<file path="src/hw/rtl/cei_pkg.sv">
package cei_pkg;

   // Internal fixed-point format: unsigned, FB fraction bits in 64 bits
   localparam int FB = 48;
   localparam int ITERATIONS = 8;
   localparam int ITER_W = (ITERATIONS > 1) ? $clog2(ITERATIONS) : 1;

   // Bit-serial steps of the square root and divide
   localparam int STEPS = 64;
   localparam int CNT_W = $clog2(STEPS);

   localparam logic [63:0] ONE_Q = 64'd1 << FB;
   localparam logic [63:0] ALL_ONES = {64{1'b1}};
   localparam logic [63:0] SUM_LIMIT = 64'd1 << 62;

   // pi/2 in Q2.62, truncated to FB fraction bits, split as a 128-bit dividend
   localparam logic [63:0] PI_HALF_Q = 64'h6487ED5110B4611A >> (62 - FB);
   localparam logic [63:0] NUM_HI = PI_HALF_Q >> (64 - FB);
   localparam logic [63:0] NUM_LO = PI_HALF_Q << FB;

   // Arithmetic unit operations
   localparam logic [1:0] OP_MUL = 2'd0;
   localparam logic [1:0] OP_SQRT = 2'd1;
   localparam logic [1:0] OP_DIV = 2'd2;

   typedef struct packed {
      logic        start;
      logic [1:0]  op;
      logic [63:0] x;
      logic [63:0] y;
   } cei_cmd_type;

   typedef struct packed {
      logic        done;
      logic [63:0] result;
   } cei_res_type;

endpackage

</file>
<file path="src/hw/rtl/cei_arith.sv">
module cei_arith
   import cei_pkg::*;
(
   input  logic        clock,
   input  logic        reset,
   input  cei_cmd_type cmd,
   output cei_res_type res
);

   logic             busy_ff, busy_in;
   logic [1:0]       op_ff, op_in;
   logic [CNT_W-1:0] cnt_ff, cnt_in;
   logic [63:0]      x_ff, x_in;
   logic [63:0]      y_ff, y_in;
   logic [127:0]     acc_ff, acc_in;
   logic [63:0]      pp_ff, pp_in;
   logic [127:0]     work_ff, work_in;
   logic [67:0]      rem_ff, rem_in;
   logic [63:0]      root_ff, root_in;
   logic             done_ff, done_in;
   logic [63:0]      result_ff, result_in;

   // Multiply: partial product select and accumulate shift
   logic [1:0]   prev_sel;
   logic [31:0]  x_half, y_half;
   logic [7:0]   pp_shamt;
   logic [127:0] acc_sum;

   assign x_half = cnt_ff[1] ? x_ff[63:32] : x_ff[31:0];
   assign y_half = cnt_ff[0] ? y_ff[63:32] : y_ff[31:0];
   assign prev_sel = cnt_ff[1:0] - 2'd1;
   assign pp_shamt = {1'b0, prev_sel[1] & prev_sel[0], prev_sel[1] ^ prev_sel[0], 5'b0};
   assign acc_sum = acc_ff + (128'(pp_ff) << pp_shamt);

   // Square root: one result bit per step
   logic [67:0] sq_rem, sq_trial;
   logic        sq_ge;

   assign sq_rem = {rem_ff[65:0], work_ff[127:126]};
   assign sq_trial = {2'b0, root_ff, 2'b01};
   assign sq_ge = sq_rem >= sq_trial;

   // Divide: one quotient bit per step
   logic [64:0] dv_rem;
   logic        dv_ge;
   logic [64:0] dv_diff;

   assign dv_rem = {rem_ff[63:0], work_ff[127]};
   assign dv_ge = dv_rem >= {1'b0, x_ff};
   assign dv_diff = dv_rem - {1'b0, x_ff};

   always_comb begin
      busy_in = busy_ff;
      op_in = op_ff;
      cnt_in = cnt_ff;
      x_in = x_ff;
      y_in = y_ff;
      acc_in = acc_ff;
      pp_in = pp_ff;
      work_in = work_ff;
      rem_in = rem_ff;
      root_in = root_ff;
      done_in = 1'b0;
      result_in = result_ff;

      if (cmd.start) begin
         // Load operands and start
         busy_in = 1'b1;
         op_in = cmd.op;
         cnt_in = '0;
         x_in = cmd.x;
         y_in = cmd.y;
         acc_in = '0;
         rem_in = '0;
         root_in = '0;
         work_in = 128'(cmd.x) << FB;
         if (cmd.op == OP_DIV) begin
            rem_in = 68'(NUM_HI);
            work_in = {NUM_LO, 64'b0};
            // Quotient does not fit: saturate at once
            if (cmd.x == 64'd0 || NUM_HI >= cmd.x) begin
               busy_in = 1'b0;
               done_in = 1'b1;
               result_in = ALL_ONES;
            end
         end
      end else if (busy_ff) begin
         cnt_in = cnt_ff + 1'b1;
         case (op_ff)
            OP_MUL: begin
               if (cnt_ff < CNT_W'(4)) begin
                  pp_in = {32'b0, x_half} * {32'b0, y_half};
               end
               if (cnt_ff != '0) begin
                  acc_in = acc_sum;
               end
               if (cnt_ff == CNT_W'(4)) begin
                  busy_in = 1'b0;
                  done_in = 1'b1;
                  result_in = (acc_sum[127:64+FB] != '0) ? ALL_ONES : acc_sum[63+FB:FB];
               end
            end
            OP_SQRT: begin
               rem_in = sq_ge ? (sq_rem - sq_trial) : sq_rem;
               root_in = {root_ff[62:0], sq_ge};
               work_in = work_ff << 2;
               if (cnt_ff == CNT_W'(STEPS - 1)) begin
                  busy_in = 1'b0;
                  done_in = 1'b1;
                  result_in = {root_ff[62:0], sq_ge};
               end
            end
            OP_DIV: begin
               rem_in = 68'(dv_ge ? dv_diff[63:0] : dv_rem[63:0]);
               root_in = {root_ff[62:0], dv_ge};
               work_in = work_ff << 1;
               if (cnt_ff == CNT_W'(STEPS - 1)) begin
                  busy_in = 1'b0;
                  done_in = 1'b1;
                  result_in = {root_ff[62:0], dv_ge};
               end
            end
            default: begin
               busy_in = 1'b0;
            end
         endcase
      end
   end

   always_ff @(posedge clock) begin
      if (reset) begin
         busy_ff <= 1'b0;
         done_ff <= 1'b0;
      end else begin
         busy_ff <= busy_in;
         done_ff <= done_in;
      end
      op_ff <= op_in;
      cnt_ff <= cnt_in;
      x_ff <= x_in;
      y_ff <= y_in;
      acc_ff <= acc_in;
      pp_ff <= pp_in;
      work_ff <= work_in;
      rem_ff <= rem_in;
      root_ff <= root_in;
      result_ff <= result_in;
   end

   assign res.done = done_ff;
   assign res.result = result_ff;

   // A new command never lands on a running operation
   a_no_overlap: assert property (@(posedge clock) disable iff (reset)
      busy_ff |-> !cmd.start)
      else $error("command issued while unit busy");

   // Done only after work
   a_done_after_busy: assert property (@(posedge clock) disable iff (reset)
      done_ff |-> $past(busy_ff) || $past(cmd.start))
      else $error("done without an operation");

   // The unit idles the cycle it reports
   a_done_idle: assert property (@(posedge clock) disable iff (reset)
      done_ff |-> !busy_ff)
      else $error("unit still busy at done");

endmodule

</file>
<file path="config.mk">
export PLATFORM = sky130hd
export DESIGN_NAME = cei_arith
export DESIGN_NICKNAME = d
export VERILOG_FILES = /design/src/hw/rtl/cei_pkg.sv /design/src/hw/rtl/cei_arith.sv
export SDC_FILE = /design/constraint.sdc
export NUM_CORES = 2
export LEC_CHECK = 0
export BUFFER_PORTS_ARGS = -buffer_cell sky130_fd_sc_hd__clkbuf_2
export CAP_MARGIN = 20
export CORE_MARGIN = 3
export CORE_UTILIZATION = 30
export CTS_BUF_LIST = sky130_fd_sc_hd__clkbuf_2
export CTS_CLUSTER_SIZE = 10
export DETAILED_ROUTE_END_ITERATION = 8
export GPL_ROUTABILITY_DRIVEN = 0
export HOLD_SLACK_MARGIN = 0.12
export SYNTH_ARGS = -nofsm -noshare
export SYNTH_HDL_FRONTEND = slang
export SYNTH_SLANG_ARGS = --single-unit
export TNS_END_PERCENT = 30
</file>
<file path="constraint.sdc">
create_clock -name clock -period 19.1 [get_ports clock]
set_input_delay 1.91 -clock clock [delete_from_list [all_inputs] [get_ports clock]]
set_output_delay 1.91 -clock clock [all_outputs]
set_load 0.01 [all_outputs]
</file>
; Word-level counts from Yosys, hierarchy flattened
; Index checks and enable logic that the tools add are counted.
[classes]
n_addsub = 5
n_mul = 1
div_mod_pow = 0
order_cmp = 4
eq_ne = 10
n_shift = 1
muxes = 36
bitwise = 3
n_reduce_logical = 15
[ops]
columns = op, n
row1 = two-way mux 64 bit, 9
row2 = two-way mux 128 bit, 2
row3 = one-hot mux 128 bit (2 select lines), 1
row4 = two-way mux 66 bit, 3
row5 = one-hot mux 64 bit (3 select lines), 1
row6 = one-hot mux 66 bit (2 select lines), 1
row7 = adder 128 bit, 1
row8 = one-hot mux 64 bit (2 select lines), 1
row9 = << shifter 64 x 7 -> 128 bit, 1
row10 = two-way mux 127 bit, 1
row11 = greater-or-equal comparator 68 x 66 -> 1 bit, 1
row12 = subtractor 66 bit, 1
row13 = greater-or-equal comparator 65 x 64 -> 1 bit, 1
row14 = greater-or-equal comparator 33 x 64 -> 1 bit (first input constant), 1
row15 = zero test 64 bit, 1
row16 = multiplier 32 x 32 -> 64 bit, 1
row17 = two-way mux 32 bit, 2
row18 = subtractor 64 bit, 1
row19 = two-way mux 33 bit, 1
row20 = nonzero test 16 bit, 1
row21 = two-way mux 1 bit, 12
row22 = inequality test 3 bit (second input constant), 3
row23 = AND reduction 7 bit, 1
row24 = adder 6 x 1 -> 6 bit (second input constant), 1
row25 = other kinds (21), 26
[word_totals]
register_bits = 652
latchBits = 0
mem_bits_rw = 0
rom_bits = 0
in_bits = 133
out_inout_bits = 65
elab_cells = 87
mem_count = 0

; Depth between registers and ports, before layout
[depth]
depth_word = 10
mapped_depth = 36
depth_no_buf = 33

; Worst setup path after synthesis
; OpenSTA, ideal clock, no wires.
[synth_timing]
kind = input-to-reg
startpoint = in cmd[130] (netlist bit)
endpoint = reg rem_ff[0], enable pin
setup_time_ns = 0.653
arrival_time_ns = 9.113
t_required_ns = 18.447
setup_slack_ns = 9.334
stages = 6
path_buffers = 4
path_cell_list = clkbuf_1 -> clkbuf_1 -> clkbuf_1 -> clkbuf_1 -> nor2_1 -> nor2_1
[synth_between]
elab_chain_cells = 2
word_cells_on_any_way = 3
classes_between = reduce/logical: 3
[synth_rtl]
columns = item, line_no
row1 = "start, declared", cei_arith.sv:6  ; input cei_cmd_type cmd,
row2 = nonzero test 3 bit (no line) / nonzero test 2 bit (equally long branches), n/a
row3 = AND reduction 2 bit (no line) (*), n/a
row4 = "end signal, assigned", cei_arith.sv:145  ; rem_ff <= rem_in;
row5 = "end, declared", cei_arith.sv:18  ; logic [67:0] rem_ff, rem_in;
; Mark *: on every way between the ends. The rest lies on a longest branch, timed or not.
; A chain may end at the register's enable or synchronous reset.

; Final worst setup path
[layout_timing]
startpoint = reg cnt_ff[0]
endpoint = reg pp_ff[63] (data pin)
[layout_between]
elab_chain_cells = 2
[layout_rtl]
columns = item, line_no
row1 = "start, declared", cei_arith.sv:12  ; logic [CNT_W-1:0] cnt_ff, cnt_in;
row2 = "start signal, assigned", cei_arith.sv:139  ; cnt_ff <= cnt_in;
row3 = two-way mux 32 bit, cei_arith.sv:30  ; assign y_half = cnt_ff[0] ? y_ff[63:32] : y_ff[31:0];
row4 = multiplier 32 x 32 -> 64 bit, cei_arith.sv:92  ; pp_in = {32'b0, x_half} * {32'b0, y_half};
row5 = "end signal, assigned", cei_arith.sv:143  ; pp_ff <= pp_in;
row6 = "end, declared", cei_arith.sv:16  ; logic [63:0] pp_ff, pp_in;
; No other way between the ends.

==> out/qor.yml <==
synthCells: 8995
hpwl_um: 226000
synth_edf_count: 404
rsz0062_at_grt: "false"
fill_cells: 26400
core.rowCount: 183
cts_tree: "yes"
wl_per_cell_um: 23.5
timing.final.ws_setup_ns: 7.99
status: "finished clean"
cts_htree_levels: 4
grt_pass1_wl_um: 430000
r2r_slack_ns: 7.99
r2r_cells: 30
hold_viol_final: 0
critPathCaptureType: "flip-flop"
netlist_area_um2: 75800
r2r_end: "pp_ff[63]"
hold_ws_ns: 0.446
place_ws_ns: 8.19
dr.pass1.iters: 8
path_delay_family: "adder cells"
grt_use_total_pct: 22.1
cts_buffer_depth: 3
gr-total-overflow: 0
cts.sinks: 604
postCtsSetupRepairBufs: 0
final_antenna_net_count: 0
yosysSeqAreaShare_pct: 21.3
crit_top_cell: "fa_1"
path_clk_slew_ns: 0.11
slew_headroom_pct: 13.1
port_buffers: 197
fin_util_pct: 32.8
worstMarginPinSlew_ns: 1.30
core_area_um2: 250000
slew_viol_final: 0
syn_nets: 10600
ys.flop_type: "edfxtp_1"
avgSynthCellArea_um2: 8.42
async_flop_share_pct: 0
crit_path_start_kind: "flip-flop"
cts_hold_buffers: 0
cp_num_cells: 30
clock_skew_ns: 0.174
required_ns: 20.36
startpoint: "cnt_ff[0]"
worstSkewPairLatency_ns: 1.70
drtIter0Drc: 8115
r2r_start: "cnt_ff[0]"
layout-drive-gt1-share_pct: 8.37
synth.distinct_cells: 94
max_cap_viol_count: 0
totalWireLength_um: 292000
worstPathArrival_ns: 12.38
setup_violations: 0
grt_max_degree: 201
numCtsBuffers: 165
fin_crit_ns: 11.11
grt_pass1_vias: 66900
ctsRootBufferMaster: "clkbuf_2"
final_nets: 10500
path_buf_inv: 6
initial_core_util_pct: 30.3
yosysTopAreaCell: "fa_1"
synthMostInstantiatedCell: "nand2_1"
fmax_mhz: 90.0
cts_resized: 0
worst-setup-path-type: "flip-flop to flip-flop"
ys_top_cells_by_area: "fa_1 (24%), edfxtp_1 (16%), ha_1 (8.7%), nand2_1 (6.2%), inv_1 (5.6%)"
min_path_type: "flip-flop to flip-flop"
vias: 68100
dieArea_um2: 259000
ys_top_cells_by_count: "nand2_1 (1246), inv_1 (1124), nor2_1 (1040), fa_1 (898), a21oi_1 (714)"
path_max_fanout: 47
io_pins: 198
synth_seq_cells: 604
fin_tns_setup_ns: 0
area_delta_synth_final_pct: 8.17
die_w_um: 509
cp_slowest_cell: "buf_4"
routed_via_density: 5.47
period_share_pct: 58.2
worstSetupEndpoint: "pp_ff[63]"
die_h_um: 509
yosys_warnings: 0
drt_drc_violations_left: 0
antenna_found_initial: 37
critPathMaxStageDelay_ns: 0.79
synth.top_cell.area_share_pct: 23.7
[how the worst min path moves through the flow]
stage | startpoint | to | slack [ns] | cells past startpoint
after floorplan | acc_ff[10] | acc_ff[10] | 0.44 | 2
after global placement | acc_ff[10] | acc_ff[10] | 0.45 | 2
after detailed placement | acc_ff[15] | acc_ff[15] | 0.45 | 2
after CTS | cmd[50] | y_ff[50] | 0.27 | 1
after global routing | cmd[49] | y_ff[49] | 0.26 | 1
final | root_ff[28] | root_ff[29] | 0.45 | 2
[sequential cells by signal, summed over array words and instances, names as in the netlist]
name / cells
rem_ff: 66
pp_ff: 64
cnt_ff: 6
op_ff: 2
result_ff: 64
busy_ff: 1
work_ff: 80
x_ff: 64
root_ff: 64
y_ff: 64
acc_ff: 128
done_ff: 1
[metal layers]
metal  vias up  global-route usage [%]  share of wire, %
met5         -                       0             0.031
met4        14                    11.1               6.2
met3       871                    7.68                13
met2      4138                    32.0                41
met1     33100                    29.1                40
li1      29900                       -                 -
[cell type report]
type	count	area (µm²)	share of cell area, %
Multi-Input combinational cell	6762	53900	65.7
Sequential cell	604	16100	19.7
Inverter	1124	4220	5.15
Tap cell	3330	4170	5.08
Timing Repair Buffer	322	1980	2.41
Clock buffer	236	1180	1.44
Clock inverter	54	362	0.441
Antenna cell	18	45.0	0.0550
[cells by family after synthesis]
kind of cell / count (synthesis) / synth area share (%)
AO/OA/AOI/OAI: 1953 / 15.7
XOR/XNOR: 289 / 3.34
adder cells (fa/ha/maj): 1424 / 32.4
buffers and inverters: 1629 / 8.19
flip-flops: 604 / 21.3
multiplexers: 205 / 2.76
AND/OR/NAND/NOR: 2891 / 16.3
[through the flow]
stage                     instance area (µm²)  instances
after floorplan                         75800       8995
after global placement                  80300      12100
after detailed placement                80400      12100
after CTS                               81900      12400
after global routing                    81900      12400
final                                   82000      12500
[cells in the final DEF (no fill, tap or decap), types with 81 or more instances in the layout]
cell type  count
nand2_1     1245
inv_1       1124
buf_4        121
edfxtp_1     404
nand4_1      132
xor2_1       117
clkbuf_2     432
fa_1         898
a21oi_1      714
mux2i_1      151
dfxtp_1      198
nor2b_1       81
ha_1         523
a21o_1       214
nor2_1      1037
o21ai_0      359
xnor2_1      171
[worst reg2reg max path: cells and delay by family (launching register included)]
| kind | cells | cell delay [ns] |
|---|---|---|
| XOR/XNOR | 1 | 0.09 |
| flip-flops | 1 | 0.69 |
| adder cells (fa/ha/maj) | 9 | 4.44 |
| buffers and inverters | 6 | 1.38 |
| AND/OR/NAND/NOR | 1 | 0.09 |
| multiplexers | 1 | 0.73 |
| AO/OA/AOI/OAI | 12 | 3.33 |
Power is not shown: default switching activity piles up to over one toggle a cycle in this logic, so the estimate is an artifact.
